**src/rtl/p2km_pkg.sv**
```systemverilog
// Types, key codes and the key map table of the PS/2 to key matrix translator.
// Depends on nothing.
`default_nettype none

package p2km_pkg;

  localparam logic [7:0] PFX_REL   = 8'hF0;
  localparam logic [7:0] PFX_EXT   = 8'hE0;
  localparam logic [7:0] KEY_NONE  = 8'hFF;
  localparam logic [7:0] KEY_CTRL  = 8'h14;
  localparam logic [7:0] KEY_LEFT  = 8'h6B;
  localparam logic [7:0] KEY_RIGHT = 8'h74;
  localparam logic [7:0] KEY_DOWN  = 8'h72;
  localparam logic [7:0] KEY_UP    = 8'h75;
  localparam logic [7:0] KEY_F12   = 8'h07;
  localparam logic [7:0] KEY_F11   = 8'h78;
  localparam logic [7:0] KEY_F10   = 8'h09;
  localparam logic [6:0] SW_MAGIC  = 7'h58;
  localparam logic [6:0] SW_RESET  = 7'h68;
  localparam logic [6:0] SW_PAUSE  = 7'h78;

  // Decoded scan group, registered at acceptance.
  typedef struct packed {
    logic       code_valid;
    logic       press;
    logic       ext;
    logic [7:0] mk;
  } scan_dec_t;

  // Key map entry: up to two switch addresses, KEY_NONE when unused.
  typedef struct packed {
    logic [7:0] k1;
    logic [7:0] k2;
  } kmap_t;

  typedef struct packed {
    logic ctrl;
    logic left;
    logic right;
    logic down;
    logic pause;
  } key_state_t;

  // State after the current group, plus whether its commands are suppressed.
  typedef struct packed {
    key_state_t st;
    logic       swallow;
  } state_upd_t;

  typedef struct packed {
    logic       command_valid;
    logic [6:0] switch_address;
    logic       switch_closed;
    logic       osd_select;
    logic       osd_right;
    logic       osd_left;
    logic       ctrl_active;
    logic       last;
  } result_t;

  function automatic kmap_t kmap_lookup(input logic ext, input logic [7:0] code);
    kmap_t k;
    k = '{k1: KEY_NONE, k2: KEY_NONE};
    if (ext) begin
      case (code)
        8'h75: k = '{8'h00, 8'h34};
        8'h6B: k = '{8'h00, 8'h43};
        8'h72: k = '{8'h00, 8'h44};
        8'h74: k = '{8'h00, 8'h24};
        8'h4A: k = '{8'h17, 8'h40};
        8'h5A: k = '{8'h06, 8'hFF};
        8'h7D: k = '{8'h00, 8'h23};
        8'h7A: k = '{8'h00, 8'h33};
        default: k = '{KEY_NONE, KEY_NONE};
      endcase
    end else begin
      case (code)
        8'h0D: k = '{8'h00, 8'h17};  8'h12: k = '{8'h00, 8'hFF};
        8'h15: k = '{8'h02, 8'hFF};  8'h16: k = '{8'h03, 8'hFF};
        8'h1A: k = '{8'h10, 8'hFF};  8'h1B: k = '{8'h11, 8'hFF};
        8'h1C: k = '{8'h01, 8'hFF};  8'h1D: k = '{8'h12, 8'hFF};
        8'h1E: k = '{8'h13, 8'hFF};  8'h21: k = '{8'h30, 8'hFF};
        8'h22: k = '{8'h20, 8'hFF};  8'h23: k = '{8'h21, 8'hFF};
        8'h24: k = '{8'h22, 8'hFF};  8'h25: k = '{8'h33, 8'hFF};
        8'h26: k = '{8'h23, 8'hFF};  8'h29: k = '{8'h07, 8'hFF};
        8'h2A: k = '{8'h40, 8'hFF};  8'h2B: k = '{8'h31, 8'hFF};
        8'h2C: k = '{8'h42, 8'hFF};  8'h2D: k = '{8'h32, 8'hFF};
        8'h2E: k = '{8'h43, 8'hFF};  8'h31: k = '{8'h37, 8'hFF};
        8'h32: k = '{8'h47, 8'hFF};  8'h33: k = '{8'h46, 8'hFF};
        8'h34: k = '{8'h41, 8'hFF};  8'h35: k = '{8'h45, 8'hFF};
        8'h36: k = '{8'h44, 8'hFF};  8'h3A: k = '{8'h27, 8'hFF};
        8'h3B: k = '{8'h36, 8'hFF};  8'h3C: k = '{8'h35, 8'hFF};
        8'h3D: k = '{8'h34, 8'hFF};  8'h3E: k = '{8'h24, 8'hFF};
        8'h41: k = '{8'h17, 8'h37};  8'h42: k = '{8'h26, 8'hFF};
        8'h43: k = '{8'h25, 8'hFF};  8'h44: k = '{8'h15, 8'hFF};
        8'h45: k = '{8'h04, 8'hFF};  8'h46: k = '{8'h14, 8'hFF};
        8'h49: k = '{8'h17, 8'h27};  8'h4A: k = '{8'h17, 8'h40};
        8'h4B: k = '{8'h16, 8'hFF};  8'h4C: k = '{8'h17, 8'h15};
        8'h4D: k = '{8'h05, 8'hFF};  8'h4E: k = '{8'h17, 8'h36};
        8'h52: k = '{8'h17, 8'h05};  8'h55: k = '{8'h17, 8'h16};
        8'h58: k = '{8'h00, 8'h13};  8'h59: k = '{8'h17, 8'hFF};
        8'h5A: k = '{8'h06, 8'hFF};  8'h66: k = '{8'h00, 8'h04};
        8'h69: k = '{8'h03, 8'hFF};  8'h6B: k = '{8'h33, 8'hFF};
        8'h6C: k = '{8'h34, 8'hFF};  8'h70: k = '{8'h04, 8'hFF};
        8'h71: k = '{8'h17, 8'h27};  8'h72: k = '{8'h13, 8'hFF};
        8'h73: k = '{8'h43, 8'hFF};  8'h74: k = '{8'h44, 8'hFF};
        8'h75: k = '{8'h24, 8'hFF};  8'h76: k = '{8'h00, 8'h03};
        8'h79: k = '{8'h17, 8'h26};  8'h7A: k = '{8'h23, 8'hFF};
        8'h7B: k = '{8'h17, 8'h36};  8'h7C: k = '{8'h17, 8'h47};
        8'h7D: k = '{8'h14, 8'hFF};
        default: k = '{KEY_NONE, KEY_NONE};
      endcase
    end
    return k;
  endfunction

endpackage

`default_nettype wire

```
**src/rtl/p2km_scan_if.sv**
```systemverilog
// Handshake channel carrying one raw PS/2 scan code group per word.
// Depends on nothing.
`default_nettype none

interface p2km_scan_if;
  logic       valid;
  logic       ready;
  logic [1:0] code_count;
  logic [7:0] first_byte;
  logic [7:0] second_byte;
  logic [7:0] third_byte;

  modport source (output valid, code_count, first_byte, second_byte, third_byte,
                  input ready);
  modport sink   (input valid, code_count, first_byte, second_byte, third_byte,
                  output ready);
endinterface

`default_nettype wire

```
**src/rtl/p2km_cmd_if.sv**
```systemverilog
// Handshake channel carrying one matrix switch result per word.
// Depends on nothing.
`default_nettype none

interface p2km_cmd_if;
  logic       valid;
  logic       ready;
  logic       command_valid;
  logic [6:0] switch_address;
  logic       switch_closed;
  logic       osd_select;
  logic       osd_right;
  logic       osd_left;
  logic       ctrl_active;
  logic       last;

  modport source (output valid, command_valid, switch_address, switch_closed,
                  osd_select, osd_right, osd_left, ctrl_active, last,
                  input ready);
  modport sink   (input valid, command_valid, switch_address, switch_closed,
                  osd_select, osd_right, osd_left, ctrl_active, last,
                  output ready);
endinterface

`default_nettype wire

```
**src/rtl/p2km_rom.sv**
```systemverilog
// Synchronous key map ROM: one registered lookup per accepted scan group.
// Depends on p2km_pkg.
`default_nettype none

module p2km_rom (
  input  wire logic            clk,
  input  wire logic            en,
  input  wire logic            ext,
  input  wire logic [7:0]      code,
  output p2km_pkg::kmap_t      entry
);

  always_ff @(posedge clk) begin
    if (en) begin
      entry <= p2km_pkg::kmap_lookup(ext, code);
    end
  end

endmodule

`default_nettype wire

```
**src/rtl/p2km_state.sv**
```systemverilog
// Key state memory with read, update and write back, forwarding the last write.
// Depends on p2km_pkg.
`default_nettype none

module p2km_state (
  input  wire logic                  clk,
  input  wire logic                  rst,
  input  wire logic                  rd_en,
  input  wire logic                  wr_en,
  input  wire p2km_pkg::scan_dec_t   dec,
  output p2km_pkg::state_upd_t       upd
);

  p2km_pkg::key_state_t st_mem [1];
  logic                 st_written;
  p2km_pkg::key_state_t rd_q;
  logic                 rd_written;
  logic                 fwd;
  p2km_pkg::key_state_t wr_q;
  p2km_pkg::key_state_t cur;
  p2km_pkg::key_state_t nxt;

  always_ff @(posedge clk) begin
    if (wr_en) begin
      st_mem[0] <= nxt;
    end
    if (rd_en) begin
      rd_q <= st_mem[0];
      wr_q <= nxt;
    end
  end

  always_ff @(posedge clk) begin
    if (rst) begin
      st_written <= 1'b0;
      rd_written <= 1'b0;
      fwd        <= 1'b0;
    end else begin
      if (wr_en) begin
        st_written <= 1'b1;
      end
      if (rd_en) begin
        rd_written <= st_written;
        fwd        <= wr_en;
      end
    end
  end

  // A write in the same cycle as the read is not yet in rd_q.
  always_comb begin
    if (fwd) begin
      cur = wr_q;
    end else if (rd_written) begin
      cur = rd_q;
    end else begin
      cur = '0;
    end
  end

  always_comb begin
    logic sw;
    nxt = cur;
    if (dec.code_valid) begin
      if (dec.mk == p2km_pkg::KEY_CTRL)  nxt.ctrl  = dec.press;
      if (dec.mk == p2km_pkg::KEY_LEFT)  nxt.left  = dec.press;
      if (dec.mk == p2km_pkg::KEY_RIGHT) nxt.right = dec.press;
      if (dec.mk == p2km_pkg::KEY_DOWN)  nxt.down  = dec.press;
      if (dec.mk == p2km_pkg::KEY_UP) begin
        nxt.left  = dec.press;
        nxt.right = dec.press;
      end
    end
    sw = !dec.code_valid || (nxt.ctrl && dec.press);
    if (!sw && dec.press && (dec.mk == p2km_pkg::KEY_F10)) begin
      nxt.pause = !nxt.pause;
    end
    upd.st      = nxt;
    upd.swallow = sw;
  end

endmodule

`default_nettype wire

```
**src/rtl/p2km_out.sv**
```systemverilog
// Result queue: takes one or two results per cycle, hands out one per word.
// Depends on p2km_pkg.
`default_nettype none

module p2km_out #(
  parameter int DEPTH = 4
) (
  input  wire logic              clk,
  input  wire logic              rst,
  input  wire logic              push,
  input  wire logic              push_two,
  input  wire p2km_pkg::result_t res0,
  input  wire p2km_pkg::result_t res1,
  output logic                   room,
  output logic                   out_valid,
  input  wire logic              out_ready,
  output p2km_pkg::result_t      out_data
);

  localparam int PW = $clog2(DEPTH);
  localparam int CW = $clog2(DEPTH + 1);
  localparam logic [PW-1:0] LAST_IDX = PW'(DEPTH - 1);

  p2km_pkg::result_t q [DEPTH];
  logic [PW-1:0] wr_ptr;
  logic [PW-1:0] rd_ptr;
  logic [CW-1:0] count;
  logic [PW-1:0] wr_ptr1;
  logic [PW-1:0] wr_ptr2;
  logic          pop;
  logic [CW-1:0] count_next;

  assign wr_ptr1   = (wr_ptr == LAST_IDX) ? '0 : wr_ptr + 1'b1;
  assign wr_ptr2   = (wr_ptr1 == LAST_IDX) ? '0 : wr_ptr1 + 1'b1;
  assign room      = (count <= CW'(DEPTH - 2));
  assign out_valid = (count != '0);
  assign out_data  = q[rd_ptr];
  assign pop       = out_valid && out_ready;

  always_comb begin
    count_next = count;
    if (push) begin
      count_next = count_next + (push_two ? CW'(2) : CW'(1));
    end
    if (pop) begin
      count_next = count_next - CW'(1);
    end
  end

  always_ff @(posedge clk) begin
    if (push) begin
      q[wr_ptr] <= res0;
      if (push_two) begin
        q[wr_ptr1] <= res1;
      end
    end
  end

  always_ff @(posedge clk) begin
    if (rst) begin
      wr_ptr <= '0;
      rd_ptr <= '0;
      count  <= '0;
    end else begin
      if (push) begin
        wr_ptr <= push_two ? wr_ptr2 : wr_ptr1;
      end
      if (pop) begin
        rd_ptr <= (rd_ptr == LAST_IDX) ? '0 : rd_ptr + 1'b1;
      end
      count <= count_next;
    end
  end

endmodule

`default_nettype wire

```
**src/rtl/ps2_to_key_matrix_translator_top.sv**
```systemverilog
// Top level of the PS/2 set-2 to key matrix switch translator.
// Depends on p2km_pkg, p2km_scan_if, p2km_cmd_if, p2km_rom, p2km_state, p2km_out.
//
//   channel  direction  word
//   scan     in         one raw scan code group (count and up to three bytes)
//   cmd      out        one switch command or status result, last marks the end
//
// An accepted group waits in the lookup stage until the result queue has room, then
// leaves as one or two result words; a new group is taken every cycle the result queue
// has room for two words. Sustained rate is set by the single result word per cycle
// on cmd. Reset clears the key state at once (a written flag marks the state memory)
// and empties the queue. A stalled cmd fills the queue and then holds off scan.
`default_nettype none

module ps2_to_key_matrix_translator_top #(
  parameter int FIFO_DEPTH = 4
) (
  input  wire logic      clk,
  input  wire logic      rst,
  p2km_scan_if.sink      scan,
  p2km_cmd_if.source     cmd
);

  // Decode of the incoming group: make code, release prefix and extended prefix.
  p2km_pkg::scan_dec_t dec_in;
  logic [7:0]          status_byte;
  logic                accept;

  always_comb begin
    case (scan.code_count)
      2'd1:    dec_in.mk = scan.first_byte;
      2'd2:    dec_in.mk = scan.second_byte;
      default: dec_in.mk = scan.third_byte;
    endcase
    status_byte       = (scan.code_count == 2'd3) ? scan.second_byte : scan.first_byte;
    dec_in.code_valid = (scan.code_count != 2'd0);
    dec_in.press      = (status_byte != p2km_pkg::PFX_REL);
    dec_in.ext        = (scan.first_byte == p2km_pkg::PFX_EXT);
  end

  // Lookup stage: the decoded group waits here while the ROM and state memory
  // deliver their registered read data.
  logic                 s1_valid;
  p2km_pkg::scan_dec_t  dec_q;
  logic                 s1_adv;
  logic                 room;
  p2km_pkg::kmap_t      kmap;
  p2km_pkg::state_upd_t upd;

  // No word is taken while reset is high.
  assign s1_adv     = s1_valid && room;
  assign scan.ready = !rst && (!s1_valid || s1_adv);
  assign accept     = scan.valid && scan.ready;

  always_ff @(posedge clk) begin
    if (rst) begin
      s1_valid <= 1'b0;
    end else if (scan.ready) begin
      s1_valid <= scan.valid;
    end
  end

  always_ff @(posedge clk) begin
    if (accept) begin
      dec_q <= dec_in;
    end
  end

  p2km_rom u_rom (
    .clk   (clk),
    .en    (accept),
    .ext   (dec_in.ext),
    .code  (dec_in.mk),
    .entry (kmap)
  );

  // The state is written back when the group leaves the lookup stage; the read
  // for the next group happens in that same cycle and is forwarded inside.
  p2km_state u_state (
    .clk   (clk),
    .rst   (rst),
    .rd_en (accept),
    .wr_en (s1_adv),
    .dec   (dec_q),
    .upd   (upd)
  );

  // Up to three candidate commands in order: the two map entries, then the
  // function key. Only the first two valid ones are sent.
  logic       c0_v, c1_v, c2_v;
  logic [6:0] c2_addr;
  logic       c2_val;
  logic       r0_v, r1_v;
  logic [6:0] r0_addr, r1_addr;
  logic       r0_val, r1_val;

  always_comb begin
    c0_v    = !upd.swallow && (kmap.k1 != p2km_pkg::KEY_NONE);
    c1_v    = !upd.swallow && (kmap.k2 != p2km_pkg::KEY_NONE);
    c2_v    = 1'b0;
    c2_addr = '0;
    c2_val  = 1'b0;
    if (!upd.swallow) begin
      case (dec_q.mk)
        p2km_pkg::KEY_F12: begin
          c2_v    = 1'b1;
          c2_addr = p2km_pkg::SW_RESET;
          c2_val  = dec_q.press;
        end
        p2km_pkg::KEY_F11: begin
          c2_v    = 1'b1;
          c2_addr = p2km_pkg::SW_MAGIC;
          c2_val  = dec_q.press;
        end
        p2km_pkg::KEY_F10: begin
          c2_v    = 1'b1;
          c2_addr = p2km_pkg::SW_PAUSE;
          c2_val  = upd.st.pause;
        end
        default: begin
          c2_v = 1'b0;
        end
      endcase
    end

    if (c0_v) begin
      r0_v = 1'b1;  r0_addr = kmap.k1[6:0]; r0_val = dec_q.press;
      r1_v = c1_v || c2_v;
      r1_addr = c1_v ? kmap.k2[6:0] : c2_addr;
      r1_val  = c1_v ? dec_q.press : c2_val;
    end else if (c1_v) begin
      r0_v = 1'b1;  r0_addr = kmap.k2[6:0]; r0_val = dec_q.press;
      r1_v = c2_v;  r1_addr = c2_addr;      r1_val = c2_val;
    end else begin
      r0_v = c2_v;  r0_addr = c2_addr;      r0_val = c2_val;
      r1_v = 1'b0;  r1_addr = '0;           r1_val = 1'b0;
    end
  end

  // A group with no command still yields one word carrying the status bits.
  p2km_pkg::result_t res0, res1, res_base;

  always_comb begin
    res_base                = '0;
    res_base.osd_select     = upd.st.ctrl && upd.st.down;
    res_base.osd_right      = upd.st.ctrl && upd.st.right;
    res_base.osd_left       = upd.st.ctrl && upd.st.left;
    res_base.ctrl_active    = upd.st.ctrl;

    res0                = res_base;
    res0.command_valid  = r0_v;
    res0.switch_address = r0_v ? r0_addr : '0;
    res0.switch_closed  = r0_v && r0_val;
    res0.last           = !r1_v;

    res1                = res_base;
    res1.command_valid  = 1'b1;
    res1.switch_address = r1_addr;
    res1.switch_closed  = r1_val;
    res1.last           = 1'b1;
  end

  p2km_pkg::result_t out_data;

  p2km_out #(
    .DEPTH (FIFO_DEPTH)
  ) u_out (
    .clk       (clk),
    .rst       (rst),
    .push      (s1_adv),
    .push_two  (r1_v),
    .res0      (res0),
    .res1      (res1),
    .room      (room),
    .out_valid (cmd.valid),
    .out_ready (cmd.ready),
    .out_data  (out_data)
  );

  assign cmd.command_valid  = out_data.command_valid;
  assign cmd.switch_address = out_data.switch_address;
  assign cmd.switch_closed  = out_data.switch_closed;
  assign cmd.osd_select     = out_data.osd_select;
  assign cmd.osd_right      = out_data.osd_right;
  assign cmd.osd_left       = out_data.osd_left;
  assign cmd.ctrl_active    = out_data.ctrl_active;
  assign cmd.last           = out_data.last;

endmodule

`default_nettype wire

```
**src/flat_wrapper.sv**
```systemverilog
// flat-port wrapper written by rule: the top's interface ports become plain ports
module ps2_to_key_matrix_translator_top_flat 
#(
  parameter int FIFO_DEPTH = 4
)
  (clk, rst, scan_valid, scan_code_count, scan_first_byte, scan_second_byte, scan_third_byte, scan_ready, cmd_valid, cmd_command_valid, cmd_switch_address, cmd_switch_closed, cmd_osd_select, cmd_osd_right, cmd_osd_left, cmd_ctrl_active, cmd_last, cmd_ready);
  p2km_scan_if scan_i ();
  p2km_cmd_if cmd_i ();
  input  wire logic clk;
  input  wire logic rst;
  input wire logic [$bits(scan_i.valid)-1:0] scan_valid;
  input wire logic [$bits(scan_i.code_count)-1:0] scan_code_count;
  input wire logic [$bits(scan_i.first_byte)-1:0] scan_first_byte;
  input wire logic [$bits(scan_i.second_byte)-1:0] scan_second_byte;
  input wire logic [$bits(scan_i.third_byte)-1:0] scan_third_byte;
  output wire logic [$bits(scan_i.ready)-1:0] scan_ready;
  output wire logic [$bits(cmd_i.valid)-1:0] cmd_valid;
  output wire logic [$bits(cmd_i.command_valid)-1:0] cmd_command_valid;
  output wire logic [$bits(cmd_i.switch_address)-1:0] cmd_switch_address;
  output wire logic [$bits(cmd_i.switch_closed)-1:0] cmd_switch_closed;
  output wire logic [$bits(cmd_i.osd_select)-1:0] cmd_osd_select;
  output wire logic [$bits(cmd_i.osd_right)-1:0] cmd_osd_right;
  output wire logic [$bits(cmd_i.osd_left)-1:0] cmd_osd_left;
  output wire logic [$bits(cmd_i.ctrl_active)-1:0] cmd_ctrl_active;
  output wire logic [$bits(cmd_i.last)-1:0] cmd_last;
  input wire logic [$bits(cmd_i.ready)-1:0] cmd_ready;
  assign scan_i.valid = scan_valid;
  assign scan_i.code_count = scan_code_count;
  assign scan_i.first_byte = scan_first_byte;
  assign scan_i.second_byte = scan_second_byte;
  assign scan_i.third_byte = scan_third_byte;
  assign scan_ready = scan_i.ready;
  assign cmd_valid = cmd_i.valid;
  assign cmd_command_valid = cmd_i.command_valid;
  assign cmd_switch_address = cmd_i.switch_address;
  assign cmd_switch_closed = cmd_i.switch_closed;
  assign cmd_osd_select = cmd_i.osd_select;
  assign cmd_osd_right = cmd_i.osd_right;
  assign cmd_osd_left = cmd_i.osd_left;
  assign cmd_ctrl_active = cmd_i.ctrl_active;
  assign cmd_last = cmd_i.last;
  assign cmd_i.ready = cmd_ready;
  ps2_to_key_matrix_translator_top #(.FIFO_DEPTH(FIFO_DEPTH)) u_core (.clk(clk), .rst(rst), .scan(scan_i), .cmd(cmd_i));
endmodule
```
**config.mk**
```make
export PLATFORM = sky130hd
export DESIGN_NAME = ps2_to_key_matrix_translator_top_flat
export DESIGN_NICKNAME = d
export VERILOG_FILES = /design/src/rtl/p2km_pkg.sv /design/src/rtl/p2km_scan_if.sv /design/src/rtl/p2km_cmd_if.sv /design/src/rtl/p2km_rom.sv /design/src/rtl/p2km_state.sv /design/src/rtl/p2km_out.sv /design/src/rtl/ps2_to_key_matrix_translator_top.sv /design/src/flat_wrapper.sv
export SDC_FILE = /design/constraint.sdc
export NUM_CORES = 1
export LEC_CHECK = 0
export BUFFER_PORTS_ARGS = -buffer_cell sky130_fd_sc_hd__clkbuf_2
export CORE_MARGIN = 1
export CORE_UTILIZATION = 40
export CTS_BUF_LIST = sky130_fd_sc_hd__clkbuf_8
export CTS_CLUSTER_DIAMETER = 30
export DETAILED_ROUTE_END_ITERATION = 10
export GPL_TIMING_DRIVEN = 0
export MAX_ROUTING_LAYER = met4
export PLACE_DENSITY_LB_ADDON = 0.1
export SLEW_MARGIN = 40
export SYNTH_ARGS = -nofsm -noshare
export SYNTH_HDL_FRONTEND = slang
export SYNTH_SLANG_ARGS = --single-unit
```
**constraint.sdc**
```tcl
create_clock -name clk -period 9.4 [get_ports clk]
set_input_delay 0.94 -clock clk [delete_from_list [all_inputs] [get_ports clk]]
set_output_delay 0.94 -clock clk [all_outputs]
set_load 0.005 [all_outputs]
```
=== Word level (Yosys, flattened, before mapping) ===
Memory sizes are Yosys's and may differ from the RTL's. A register that Yosys moved wholly into a read port is not among the register bits.
Cells that the tools add are included.

* Bits in registers: 42
* Bits in writable memories: 61
* Bits in read-only memories: 2048
* Bits of input ports: 30
* Output and inout bits: 16
* Memories: 3

* Add/sub/neg operators: 5
* Magnitude comparators: 1
* Equal/unequal tests: 26
* Muxes and demuxes: 47
* Reduce and logical (&&, ||, !) cells: 26

{| class="wikitable"
|+ Memory list
! memory !! words !! width !! read ports !! clocked after Yosys merged registers in !! wr ports !! RTL line !! RTL
|-
| (name not given) || 128 || 16 || 1 || 0 || 0 || p2km_pkg.sv:77 || <nowiki>case (code)</nowiki>
|-
| u_core.u_out.q || 4 || 14 || 1 || 1 || 2 || p2km_out.sv:24 || <nowiki>p2km_pkg::result_t q [DEPTH];</nowiki>
|-
| u_core.u_state.st_mem || 1 || 5 || 1 || 1 || 1 || p2km_state.sv:14 || <nowiki>p2km_pkg::key_state_t st_mem [1];</nowiki>
|}

{| class="wikitable"
|+ Operators with widths
! cell !! count
|-
| $pmux W16 S8 || 1
|-
| $eq A8 B7 Y1 const B || 13
|-
| $mux W7 || 6
|-
| $mux W16 || 2
|-
| $ne A8 B8 Y1 const B || 3
|-
| $mux W1 || 21
|-
| $pmux W7 S3 || 1
|-
| $mux W2 || 8
|-
| $pmux W8 S2 || 1
|-
| $logic_and A1 B1 Y1 || 13
|-
| $eq A2 B2 Y1 const B || 5
|-
| $mux W5 || 2
|-
| $eq A8 B3 Y1 const B || 1
|-
| $eq A8 B4 Y1 const B || 1
|-
| $eq A8 B5 Y1 const B || 1
|-
| $eq A8 B8 Y1 const B || 1
|-
| $mux W8 || 1
|-
| $add A2 B1 Y2 const B || 3
|-
| $logic_not A1 Y1 || 6
|-
| $mux W3 || 2
|-
| $mux W4 || 1
|-
| $add A3 B2 Y3 || 1
|-
| $le A3 B2 Y1 const B || 1
|-
| $logic_or A1 B1 Y1 || 3
|-
| other kinds (7) || 7
|}

=== Longest topological paths before layout ===
Gate-level depths: netlist of run 1.

* Word-level depth: 16
* Depth in mapped cells: 16
* Gate-level depth less buffers: 13

=== Modules after synthesis ===
From an unflattened synthesis of run 1, not the netlist that was laid out.

* Cell total of the unflattened synthesis: 679
* Area total of the unflattened synthesis: 7415.9 µm²

{| class="wikitable"
|+ Modules (own cells, without submodules)
! module !! times used !! cells each !! area an instance (µm²) !! sequential area each (µm²)
|-
| p2km_out || 1 || 199 || 3335.7 || 1861.8
|-
| p2km_rom || 1 || 284 || 2175.8 || 420.4
|-
| ps2_to_key_matrix_translator_top || 1 || 143 || 1152.4 || 350.3
|-
| p2km_state || 1 || 53 || 752.0 || 510.5
|}

=== Least setup slack after synthesis of run 1 ===
No wires, ideal clock.

* Path kind: in2reg
* From: in scan_code_count[0]
* To: reg u_core.u_rom.entry[11] in the netlist's numbering (data pin)
* Setup time: 0.265 ns
* Arrival time: 3.769 ns
* Required time: 9.135 ns
* Slack: 5.366 ns
* Stages: 14
* Cells stage by stage: inv_1 > ha_1 > buf_4 > buf_4 > mux2i_2 > inv_1 > ha_1 > clkbuf_1 > mux2i_1 > a21oi_1 > or3_1 > nand3_1 > a21oi_1 > or3_1

{| class="wikitable"
|+ RTL lines
! item !! RTL line !! RTL
|-
| start, declared || flat_wrapper.sv:12 || <nowiki>input wire logic [$bits(scan_i.code_count)-1:0] scan_code_count;</nowiki>
|-
| end signal, assigned || p2km_rom.sv:15 || <nowiki>entry <= p2km_pkg::kmap_lookup(ext, code);</nowiki>
|-
| end, declared || p2km_rom.sv:10 || <nowiki>output p2km_pkg::kmap_t entry</nowiki>
|}

==> flow_metrics.env, run 1 <==
export IMPL_outcome="finished clean"
export IMPL_route_final_wire_length_microns=21200
export IMPL_setup_worst_path_class="in -> reg"
export IMPL_power_frac_clock_pct=20.9
export IMPL_chipWidth_microns=134
export IMPL_drive_above_1_share_pct=17.0
export IMPL_setup_repair_after_global_routing_missed_its_margin="false"
export IMPL_fillerInstances=1646
export IMPL_initial_utilization_pct=41.4
export IMPL_synth_simple_gate_area_share_pct=19.4
export IMPL_synth_top_family_by_area="compound AO/OA/AOI/OAI gates"
export IMPL_drt_pass1_iter_count=7
export IMPL_drv_cap=0
export IMPL_synth_yosys_warnings=0
export IMPL_final_antenna_net_count=0
export IMPL_postLayoutCoreUtil_pct=45.9
export IMPL_count_of_buffers_added_by_post_cts_timing_repair_for_setup=0
export IMPL_number_of_distinct_library_cell_variants_in_the_gate_level_netlist_after_synthesis=91
export IMPL_reg2reg_depth=12
export IMPL_fmaxAchievable_mhz=199
export IMPL_grt_total_usage_pct=24.9
export IMPL_finish_cell_count_without_fillers=1006
export IMPL_ctsResizeCount=0
export IMPL_placementRows=47
export IMPL_grt_antenna_before_repair=0
export IMPL_finalSetupTns_ns=0
export IMPL_yosys_area_top_type="sky130_fd_sc_hd__edfxtp_1"
export IMPL_syn_nets=773
export IMPL_floorplan_core_area_sq_um=16800
export IMPL_crit_path_cell_trace="clkbuf_2 -> inv_1 -> ha_1 -> buf_4 -> buf_4 -> mux2i_2 -> inv_1 -> ha_1 -> clkbuf_1 -> o21ai_0 -> a21oi_2 -> o21ai_0 -> o21ai_1 -> o221a_2 -> a21oi_1 -> or3_1"
export IMPL_drt_wirelength_per_cell_microns=21.1
export IMPL_worst_setup_path_end_kind="flop"
export IMPL_overall_overflow_remaining_after_global_route=0
export IMPL_layout_nets=830
export IMPL_top_ports=46
export IMPL_post_cts_hold_buffer_count=0
export IMPL_maxSlewHeadroom_pct=46.9
export IMPL_critPathMaxStageDelay_ns=0.48
export IMPL_reg2reg_to="u_core.u_out.count[1]$_SDFF_PP0_"
export IMPL_placedCellCount=990
export IMPL_power_ir_vdd_worst_mv=0.0889
export IMPL_netSwitchingFraction_pct=35.7
export IMPL_worst_hold_path_type="reg -> reg"
export IMPL_seq_power_share_pct=43.4
export IMPL_synth_edf_count=87
export IMPL_ctsHtreeMaxLevel=3
export IMPL_worstReg2RegStart="u_core.dec_q[7]$_DFFE_PP_"
export IMPL_grt_pass1_vias=5998
export IMPL_comb_power_share_pct=35.7
export IMPL_p_leak_nw=2.83
export IMPL_post_synth_mux_area_share_pct=6.64
export IMPL_global_route_wire_length_before_repair_microns=33200
export IMPL_pin_count_of_the_biggest_net_entering_global_routing=21
export IMPL_worst_endpoint_required_ns=9.54
export IMPL_finish_instance_area_sq_um=7720
export IMPL_netlist_area_sq_um=6970
export IMPL_port_buffer_count=45
export IMPL_ys_ff_latch=108
export IMPL_final_setup_viol_count=0
export IMPL_clk_transition_reported_paths_ns=0.10
export IMPL_dr_first_iter_drc_count=570
export IMPL_synth_top_cells_by_area="sky130_fd_sc_hd__edfxtp_1 37%, sky130_fd_sc_hd__dfxtp_1 6.0%, sky130_fd_sc_hd__mux4_2 4.5%"
export IMPL_clockBufferDepth=2
export IMPL_holdPathStages=0
export IMPL_detail_route_vias_per_cell=6.13
export IMPL_worst_setup_path_start_kind="primary input"
export IMPL_worstMarginPinSlew_ns=0.788
export IMPL_drcViolationCount=0
export IMPL_crit_path_max_fanout=10
export IMPL_antenna_cells_inserted=0
export IMPL_tritoncts="built"
export IMPL_synth_most_common_cell="sky130_fd_sc_hd__edfxtp_1"
export IMPL_period_minus_slack_ns=5.02
export IMPL_clock_sink_count=108
export IMPL_final_max_slew_violation_count=0
export IMPL_reg2reg_slack_ns=6.23
export IMPL_power_density_nw_per_um2=185
export IMPL_vias=6169
export IMPL_clockRootBuffer="sky130_fd_sc_hd__clkbuf_8"
export IMPL_fp_dieH_microns=134
export IMPL_yosysTopAreaCellShare_pct=37.5
export IMPL_hold_viol=0
export IMPL_place_area_sq_um=7510
export IMPL_synthesis_area_per_instance_sq_um=9.62
export IMPL_dominantRegCellSynth="sky130_fd_sc_hd__edfxtp_1"
export IMPL_cts_inserted_buffers=9
export IMPL_power_mw=1.43
export IMPL_synth_adder_area_share_pct=3.52
export IMPL_hold_path_startpoint="u_core.u_state.st_mem[0][4]$_DFFE_PP_"
export IMPL_gp_congestion=0.947
export IMPL_yosysSeqAreaShare_pct=43.5
export IMPL_power_switching_uw=510
export IMPL_p_int_uw=921
export IMPL_area_share_of_xor_xnor_cells_in_the_synthesized_design_pct=0.628
export IMPL_synth_compound_area_share_pct=21.0
export IMPL_finClkSkew_ns=0.0199
export IMPL_critPathArrivalTime_ns=5.16
export IMPL_async_flop_share_pct=0
export IMPL_design_die_area_sq_um=18000
export IMPL_yosys_top_cells_count="87 x sky130_fd_sc_hd__edfxtp_1, 79 x sky130_fd_sc_hd__nand2_1, 64 x sky130_fd_sc_hd__nor2_1, 45 x sky130_fd_sc_hd__a21oi_1, 40 x sky130_fd_sc_hd__nand3_1"
export IMPL_detailedPlacementHpwl_microns=16200
export IMPL_clkLatencyLatePin_ns=0.40
export IMPL_critPathSlowestCell="sky130_fd_sc_hd__clkbuf_1"
export IMPL_flow_area_growth_from_synthesis_pct=10.8
export IMPL_fin_crit_share_pct=53.4
export IMPL_whs_endpoint="u_core.u_state.rd_q[4]$_DFFE_PP_"
export IMPL_synthCells=724
==> routing by layer <==
| metal | GRT usage, % | vias up | wire length [microns] |
|---|---|---|---|
| li1 | - | 2866 | - |
| met1 | 29.8 | 2955 | 8870 |
| met2 | 40.7 | 290 | 10400 |
| met3 | 4.20 | 58 | 1180 |
| met4 | 11.7 | 0 | 754 |
| met5 | - | - | 0 |
==> layout by cell type, fill, tap and decap left out, types with 4 or more instances in the layout <==
cell / netlist / final
sky130_fd_sc_hd__o22ai_1: 22 / 22
sky130_fd_sc_hd__nor3_1: 15 / 15
sky130_fd_sc_hd__o22a_1: 4 / 4
sky130_fd_sc_hd__or3_1: 4 / 4
sky130_fd_sc_hd__a311oi_1: 4 / 4
sky130_fd_sc_hd__xnor2_1: 4 / 4
sky130_fd_sc_hd__clkbuf_1: 20 / 20
sky130_fd_sc_hd__nand2b_1: 7 / 7
sky130_fd_sc_hd__inv_1: 25 / 26
sky130_fd_sc_hd__o211ai_1: 10 / 10
sky130_fd_sc_hd__a21oi_1: 45 / 43
sky130_fd_sc_hd__and3_1: 12 / 12
sky130_fd_sc_hd__clkbuf_8: 0 / 9
sky130_fd_sc_hd__nor4_1: 5 / 5
sky130_fd_sc_hd__nand2_1: 79 / 79
sky130_fd_sc_hd__and2_1: 6 / 6
sky130_fd_sc_hd__nor3b_1: 4 / 4
sky130_fd_sc_hd__dfxtp_1: 21 / 21
sky130_fd_sc_hd__a221oi_1: 4 / 4
sky130_fd_sc_hd__nand3_1: 40 / 40
sky130_fd_sc_hd__clkbuf_2: 0 / 45
sky130_fd_sc_hd__a22oi_1: 14 / 14
sky130_fd_sc_hd__ha_1: 18 / 18
sky130_fd_sc_hd__a21o_1: 11 / 11
sky130_fd_sc_hd__buf_4: 4 / 4
sky130_fd_sc_hd__o21ai_0: 39 / 39
sky130_fd_sc_hd__mux2i_1: 10 / 10
sky130_fd_sc_hd__a211oi_1: 11 / 11
sky130_fd_sc_hd__edfxtp_1: 87 / 87
sky130_fd_sc_hd__nand4_1: 7 / 7
sky130_fd_sc_hd__nor2_1: 64 / 63
sky130_fd_sc_hd__buf_2: 19 / 19
sky130_fd_sc_hd__o21ai_1: 4 / 4
sky130_fd_sc_hd__a31oi_1: 6 / 6
sky130_fd_sc_hd__mux4_2: 14 / 14
==> kinds of logic after synthesis <==
logic type | after synthesis
AOI/OAI and AO/OA | 215
xor gates and xnor gates | 5
adders and majority gates | 19
buffers and inverters | 80
DFF | 108
muxes | 28
and+or+nand+nor | 269
==> layout make-up <==
cell class              count  area (sq um)  share of cell area [%]
multi-input cells         536          3580                    46.4
flip-flops and latches    108          3030                    39.3
well taps                 220           275                    3.57
repair buffers             46           253                    3.27
plain buffers              49           245                    3.18
clock buffers               9           124                    1.61
inverters                  31           123                    1.59
clock inverters             7          82.6                    1.07
==> per-stage QoR <==
| stage | setup WS (ns) | hold slack, ns |
|---|---|---|
| 2_1_floorplan | 5.37 | 0.400 |
| 3_3_place_gp | 3.61 | 0.401 |
| 6_report | 4.38 | 0.434 |
| 4_1_cts | 4.53 | 0.434 |
| 5_1_grt | 4.31 | 0.436 |
| 3_5_place_dp | 4.09 | 0.407 |
==> sequential cells by signal, summed over array words and instances, names as in the netlist, named ones only <==
name and cells:
u_core.dec_q 10, u_core.s1_valid 1, u_core.u_out.count 3, u_core.u_out.q 56, u_core.u_out.rd_ptr 2, u_core.u_out.wr_ptr 2
u_core.u_rom.entry 14, u_core.u_state.fwd 1, u_core.u_state.rd_q 5, u_core.u_state.rd_written 1, u_core.u_state.st_mem 5, u_core.u_state.st_written 1
u_core.u_state.wr_q 5
==> power by group through the flow <==
| stage | logic [mW] | registers [mW] | clock network, mW |
|---|---|---|---|
| 2_1_floorplan | 0.350 | 0.621 | 0 |
| 3_3_place_gp | 0.506 | 0.628 | 0 |
| 3_5_place_dp | 0.505 | 0.632 | 0 |
| 4_1_cts | 0.507 | 0.621 | 0.307 |
| 5_1_grt | 0.555 | 0.628 | 0.324 |
| 6_report | 0.512 | 0.621 | 0.299 |
==> critical path: cells and delay by family <==
| family | cells | cell delay, ns |
|---|---|---|
| AOI/OAI and AO/OA | 6 | 1.59 |
| buffers and inverters | 6 | 1.38 |
| adders and majority gates | 2 | 0.58 |
| and+or+nand+nor | 1 | 0.37 |
| muxes | 1 | 0.28 |
==> worst max-delay path by stage <==
| stage | depth (start not counted) | end | slack (ns) | start |
|---|---|---|---|---|
| after floorplan | 14 | u_core.u_rom.entry[11]$_DFFE_PP_ | 5.37 | scan_code_count[0] |
| after CTS | 16 | u_core.u_rom.entry[11]$_DFFE_PP_ | 4.53 | scan_code_count[0] |
| after detailed placement | 16 | u_core.u_rom.entry[11]$_DFFE_PP_ | 4.09 | scan_code_count[0] |
| after global placement | 16 | u_core.u_rom.entry[14]$_DFFE_PP_ | 3.61 | scan_code_count[0] |
| final | 16 | u_core.u_rom.entry[11]$_DFFE_PP_ | 4.38 | scan_code_count[0] |
| after global routing | 16 | u_core.u_rom.entry[11]$_DFFE_PP_ | 4.31 | scan_code_count[0] |
Power figures use the tool's default switching activity.
==> inputs of run 2 (changes only) <==
--- a/config.mk
+++ b/config.mk
@@ -5,6 +5,7 @@
 export SDC_FILE = /design/constraint.sdc
 export NUM_CORES = 1
 export LEC_CHECK = 0
+export ABC_AREA = 1
 export BUFFER_PORTS_ARGS = -buffer_cell sky130_fd_sc_hd__clkbuf_2
 export CORE_MARGIN = 1
 export CORE_UTILIZATION = 40
==> constraint.sdc (replaced) <==
create_clock -name clk -period 4.17 [get_ports clk]
set_input_delay 0.417 -clock clk [delete_from_list [all_inputs] [get_ports clk]]
set_output_delay 0.417 -clock clk [all_outputs]
set_load 0.005 [all_outputs]
==> run 2 against run 1 <==
Worst hold slack worse by 0.20 ns. Synthesized area is 1.1% lower. Wire length is 8.8% lower. Critical path type unchanged. Critical endpoint is now u_core.u_rom.entry[14]$_DFFE_PP_. Largest cell class unchanged. Highest routed layer unchanged.
==> flow_metrics.env, run 2 <==
export IMPL_final_cell_mix="286 x sky130_fd_sc_hd__nand2_1, 92 x sky130_fd_sc_hd__nor2_1, 87 x sky130_fd_sc_hd__edfxtp_1"
export IMPL_placementRows=47
export IMPL_clockBufferDepth=2
export IMPL_synth_edf_count=87
export IMPL_p_int_mw=1.97
export IMPL_fp_dieH_microns=133
export IMPL_worstMarginPinSlew_ns=0.937
export IMPL_grt_pass1_vias=5969
export IMPL_finish_instance_area_sq_um=7640
export IMPL_crit_path_max_fanout=10
export IMPL_synth_yosys_warnings=0
export IMPL_synthesis_area_per_instance_sq_um=7.53
export IMPL_post_cts_hold_buffer_count=0
export IMPL_p_leak_nw=3.41
export IMPL_drt_wirelength_per_cell_microns=16.1
export IMPL_yosysSeqAreaShare_pct=44.0
export IMPL_dr_first_iter_drc_count=417
export IMPL_async_flop_share_pct=0
export IMPL_layout_top_registers="u_core.u_out.q (56), u_core.u_rom.entry (14), u_core.dec_q (10)"
export IMPL_maxSlewHeadroom_pct=36.9
export IMPL_worst_setup_path_start_kind="primary input"
export IMPL_drv_cap=0
export IMPL_drcViolationCount=0
export IMPL_yosys_top_cells_count="286 x sky130_fd_sc_hd__nand2_1, 93 x sky130_fd_sc_hd__nor2_1, 87 x sky130_fd_sc_hd__edfxtp_1, 86 x sky130_fd_sc_hd__inv_1, 82 x sky130_fd_sc_hd__o21ai_0"
export IMPL_synth_top_cells_by_area="sky130_fd_sc_hd__edfxtp_1 38%, sky130_fd_sc_hd__nand2_1 16%, sky130_fd_sc_hd__dfxtp_1 6.1%"
export IMPL_gp_congestion=0.956
export IMPL_yosysTopAreaCellShare_pct=37.9
export IMPL_finClkSkew_ns=0.0226
export IMPL_mostFrequentLayoutCell="sky130_fd_sc_hd__nand2_1"
export IMPL_netSwitchingFraction_pct=38.0
export IMPL_ctsResizeCount=0
export IMPL_critPathArrivalTime_ns=3.71
export IMPL_finalSetupTns_ns=0
export IMPL_fmaxAchievable_mhz=280
export IMPL_detail_route_vias_per_cell=5.25
export IMPL_seq_power_share_pct=43.4
export IMPL_flow_area_growth_from_synthesis_pct=10.9
export IMPL_layout_nets=1021
export IMPL_finish_cell_count_without_fillers=1197
export IMPL_clkLatencyLatePin_ns=0.40
export IMPL_final_antenna_net_count=0
export IMPL_ctsHtreeMaxLevel=3
export IMPL_design_die_area_sq_um=17800
export IMPL_worst_endpoint_required_ns=4.31
export IMPL_tritoncts="built"
export IMPL_placedCellCount=1181
export IMPL_grt_total_usage_pct=23.4
export IMPL_global_route_wire_length_before_repair_microns=31400
export IMPL_count_of_buffers_added_by_post_cts_timing_repair_for_setup=0
export IMPL_postLayoutCoreUtil_pct=45.8
export IMPL_clock_sink_count=108
export IMPL_drt_pass1_iter_count=5
export IMPL_final_setup_viol_count=0
export IMPL_top_ports=46
export IMPL_setup_worst_path_class="in -> reg"
export IMPL_chipWidth_microns=133
export IMPL_route_final_wire_length_microns=19300
export IMPL_largest_register_ff_count=56
export IMPL_overall_overflow_remaining_after_global_route=0
export IMPL_pin_count_of_the_biggest_net_entering_global_routing=21
export IMPL_period_minus_slack_ns=3.57
export IMPL_power_density_nw_per_um2=416
export IMPL_detailedPlacementHpwl_microns=15000
export IMPL_clk_transition_reported_paths_ns=0.12
export IMPL_power_frac_clock_pct=21.4
export IMPL_vias=6282
export IMPL_grt_antenna_before_repair=0
export IMPL_place_area_sq_um=7430
export IMPL_worst_hold_path_type="in -> reg"
export IMPL_drive_above_1_share_pct=11.9
export IMPL_final_max_slew_violation_count=0
export IMPL_ys_ff_latch=108
export IMPL_initial_utilization_pct=41.2
export IMPL_floorplan_core_area_sq_um=16700
export IMPL_worst_setup_path_end_kind="flop"
export IMPL_cts_inserted_buffers=9
export IMPL_number_of_distinct_library_cell_variants_in_the_gate_level_netlist_after_synthesis=46
export IMPL_syn_nets=964
export IMPL_comb_power_share_pct=35.3
export IMPL_registers_top_by_ff_count="u_core.u_out.q"
export IMPL_synth_most_common_cell="sky130_fd_sc_hd__nand2_1"
export IMPL_hold_viol=0
export IMPL_dominantRegCellSynth="sky130_fd_sc_hd__edfxtp_1"
export IMPL_fin_crit_share_pct=85.5
export IMPL_antenna_cells_inserted=0
export IMPL_port_buffer_count=45
export IMPL_yosys_area_top_type="sky130_fd_sc_hd__edfxtp_1"
export IMPL_power_ir_vdd_worst_mv=0.247
export IMPL_hold_ws_ns=0.231
export IMPL_setup_repair_after_global_routing_missed_its_margin="false"
export IMPL_netlist_area_sq_um=6890
export IMPL_synthCells=915
export IMPL_clockRootBuffer="sky130_fd_sc_hd__clkbuf_8"
export IMPL_power_switching_mw=1.21
export IMPL_outcome="finished clean"
-- run 2: cell count changes after synthesis, moves of 14 or more --
| cell | change |
|---|---|
| sky130_fd_sc_hd__o21ai_0 | +43 |
| sky130_fd_sc_hd__nand3_1 | +16 |
| sky130_fd_sc_hd__mux4_2 | -14 |
| sky130_fd_sc_hd__nand2_1 | +207 |
| sky130_fd_sc_hd__nor2_1 | +29 |
| sky130_fd_sc_hd__inv_1 | +61 |
-- run 2: metal layers --
layer | GRT usage, % | up-vias | part of all wire (%)
met2 | 39.2 | 203 | 48
met3 | 2.51 | 46 | 4.4
li1 | - | 3188 | -
met5 | - | - | 0
met4 | 8.78 | 0 | 2.8
met1 | 29.1 | 2845 | 45
-- run 2: critical path, stage by stage --
cell                       delay [ns]
sky130_fd_sc_hd__clkbuf_2        0.12
sky130_fd_sc_hd__inv_1           0.06
sky130_fd_sc_hd__ha_1            0.40
sky130_fd_sc_hd__buf_4           0.22
sky130_fd_sc_hd__o21ai_1         0.56
sky130_fd_sc_hd__inv_1           0.32
sky130_fd_sc_hd__ha_1            0.37
sky130_fd_sc_hd__inv_1           0.13
sky130_fd_sc_hd__nand2_1         0.11
sky130_fd_sc_hd__nand3_1         0.19
sky130_fd_sc_hd__nand2_1         0.08
sky130_fd_sc_hd__a21oi_1         0.32
sky130_fd_sc_hd__o211ai_1        0.14
sky130_fd_sc_hd__nand2_1         0.09
sky130_fd_sc_hd__nand2_1         0.06
sky130_fd_sc_hd__nand2_1         0.06
sky130_fd_sc_hd__nand2_1         0.06
-- run 2: kinds of logic (layout without fill, tap and decap cells) --
family	count (synthesis)	count (layout)	share of synthesized area, %
buffers and inverters	120	182	7.12
muxes	1	1	0.145
DFF	108	108	44.0
and+or+nand+nor	486	486	30.1
AOI/OAI and AO/OA	180	180	15.0
adders and majority gates	19	19	3.56
xor gates and xnor gates	1	1	0.127
-- run 2: stage by stage --
step	worst slack [ns]	total power [mW]
3_3_place_gp	0.241	2.52
4_1_cts	0.656	3.20
3_5_place_dp	0.233	2.52
6_report	0.604	3.18
2_1_floorplan	1.24	2.14
5_1_grt	0.379	3.39
-- run 2: final timing paths --
| check | from | endpoint | slack (ns) | cells after the start |
|---|---|---|---|---|
| min | scan_valid | u_core.u_state.fwd$_SDFFE_PP0P_ | 0.23 | 2 |
| max reg2reg | u_core.u_out.count[1]$_SDFF_PP0_ | u_core.u_out.q[3][9]$_DFFE_PP_ | 1.02 | 7 |
| min reg2reg | u_core.u_state.st_mem[0][0]$_DFFE_PP_ | u_core.u_state.rd_q[0]$_DFFE_PP_ | 0.43 | 0 |
| max | scan_code_count[0] | u_core.u_rom.entry[14]$_DFFE_PP_ | 0.60 | 17 |
-- run 2: area by class of cell --
cell class | instances | area, sq um
Buffer | 24 | 130
Clock buffer | 9 | 124
Clock inverter | 7 | 87.6
Fill cell | 1767 | 9060
Inverter | 96 | 360
Multi-Input combinational cell | 687 | 3380
Sequential cell | 108 | 3030
Tap cell | 220 | 275
Timing Repair Buffer | 46 | 253
-- run 2: power by group through the flow --
stage | combinational (mW) | clock [mW] | sequential, mW
global route | 1.27 | 0.733 | 1.39
floorplan | 0.755 | 0 | 1.38
finish | 1.12 | 0.679 | 1.38
detailed placement | 1.12 | 0 | 1.40
global placement | 1.11 | 0 | 1.40
CTS | 1.12 | 0.696 | 1.38
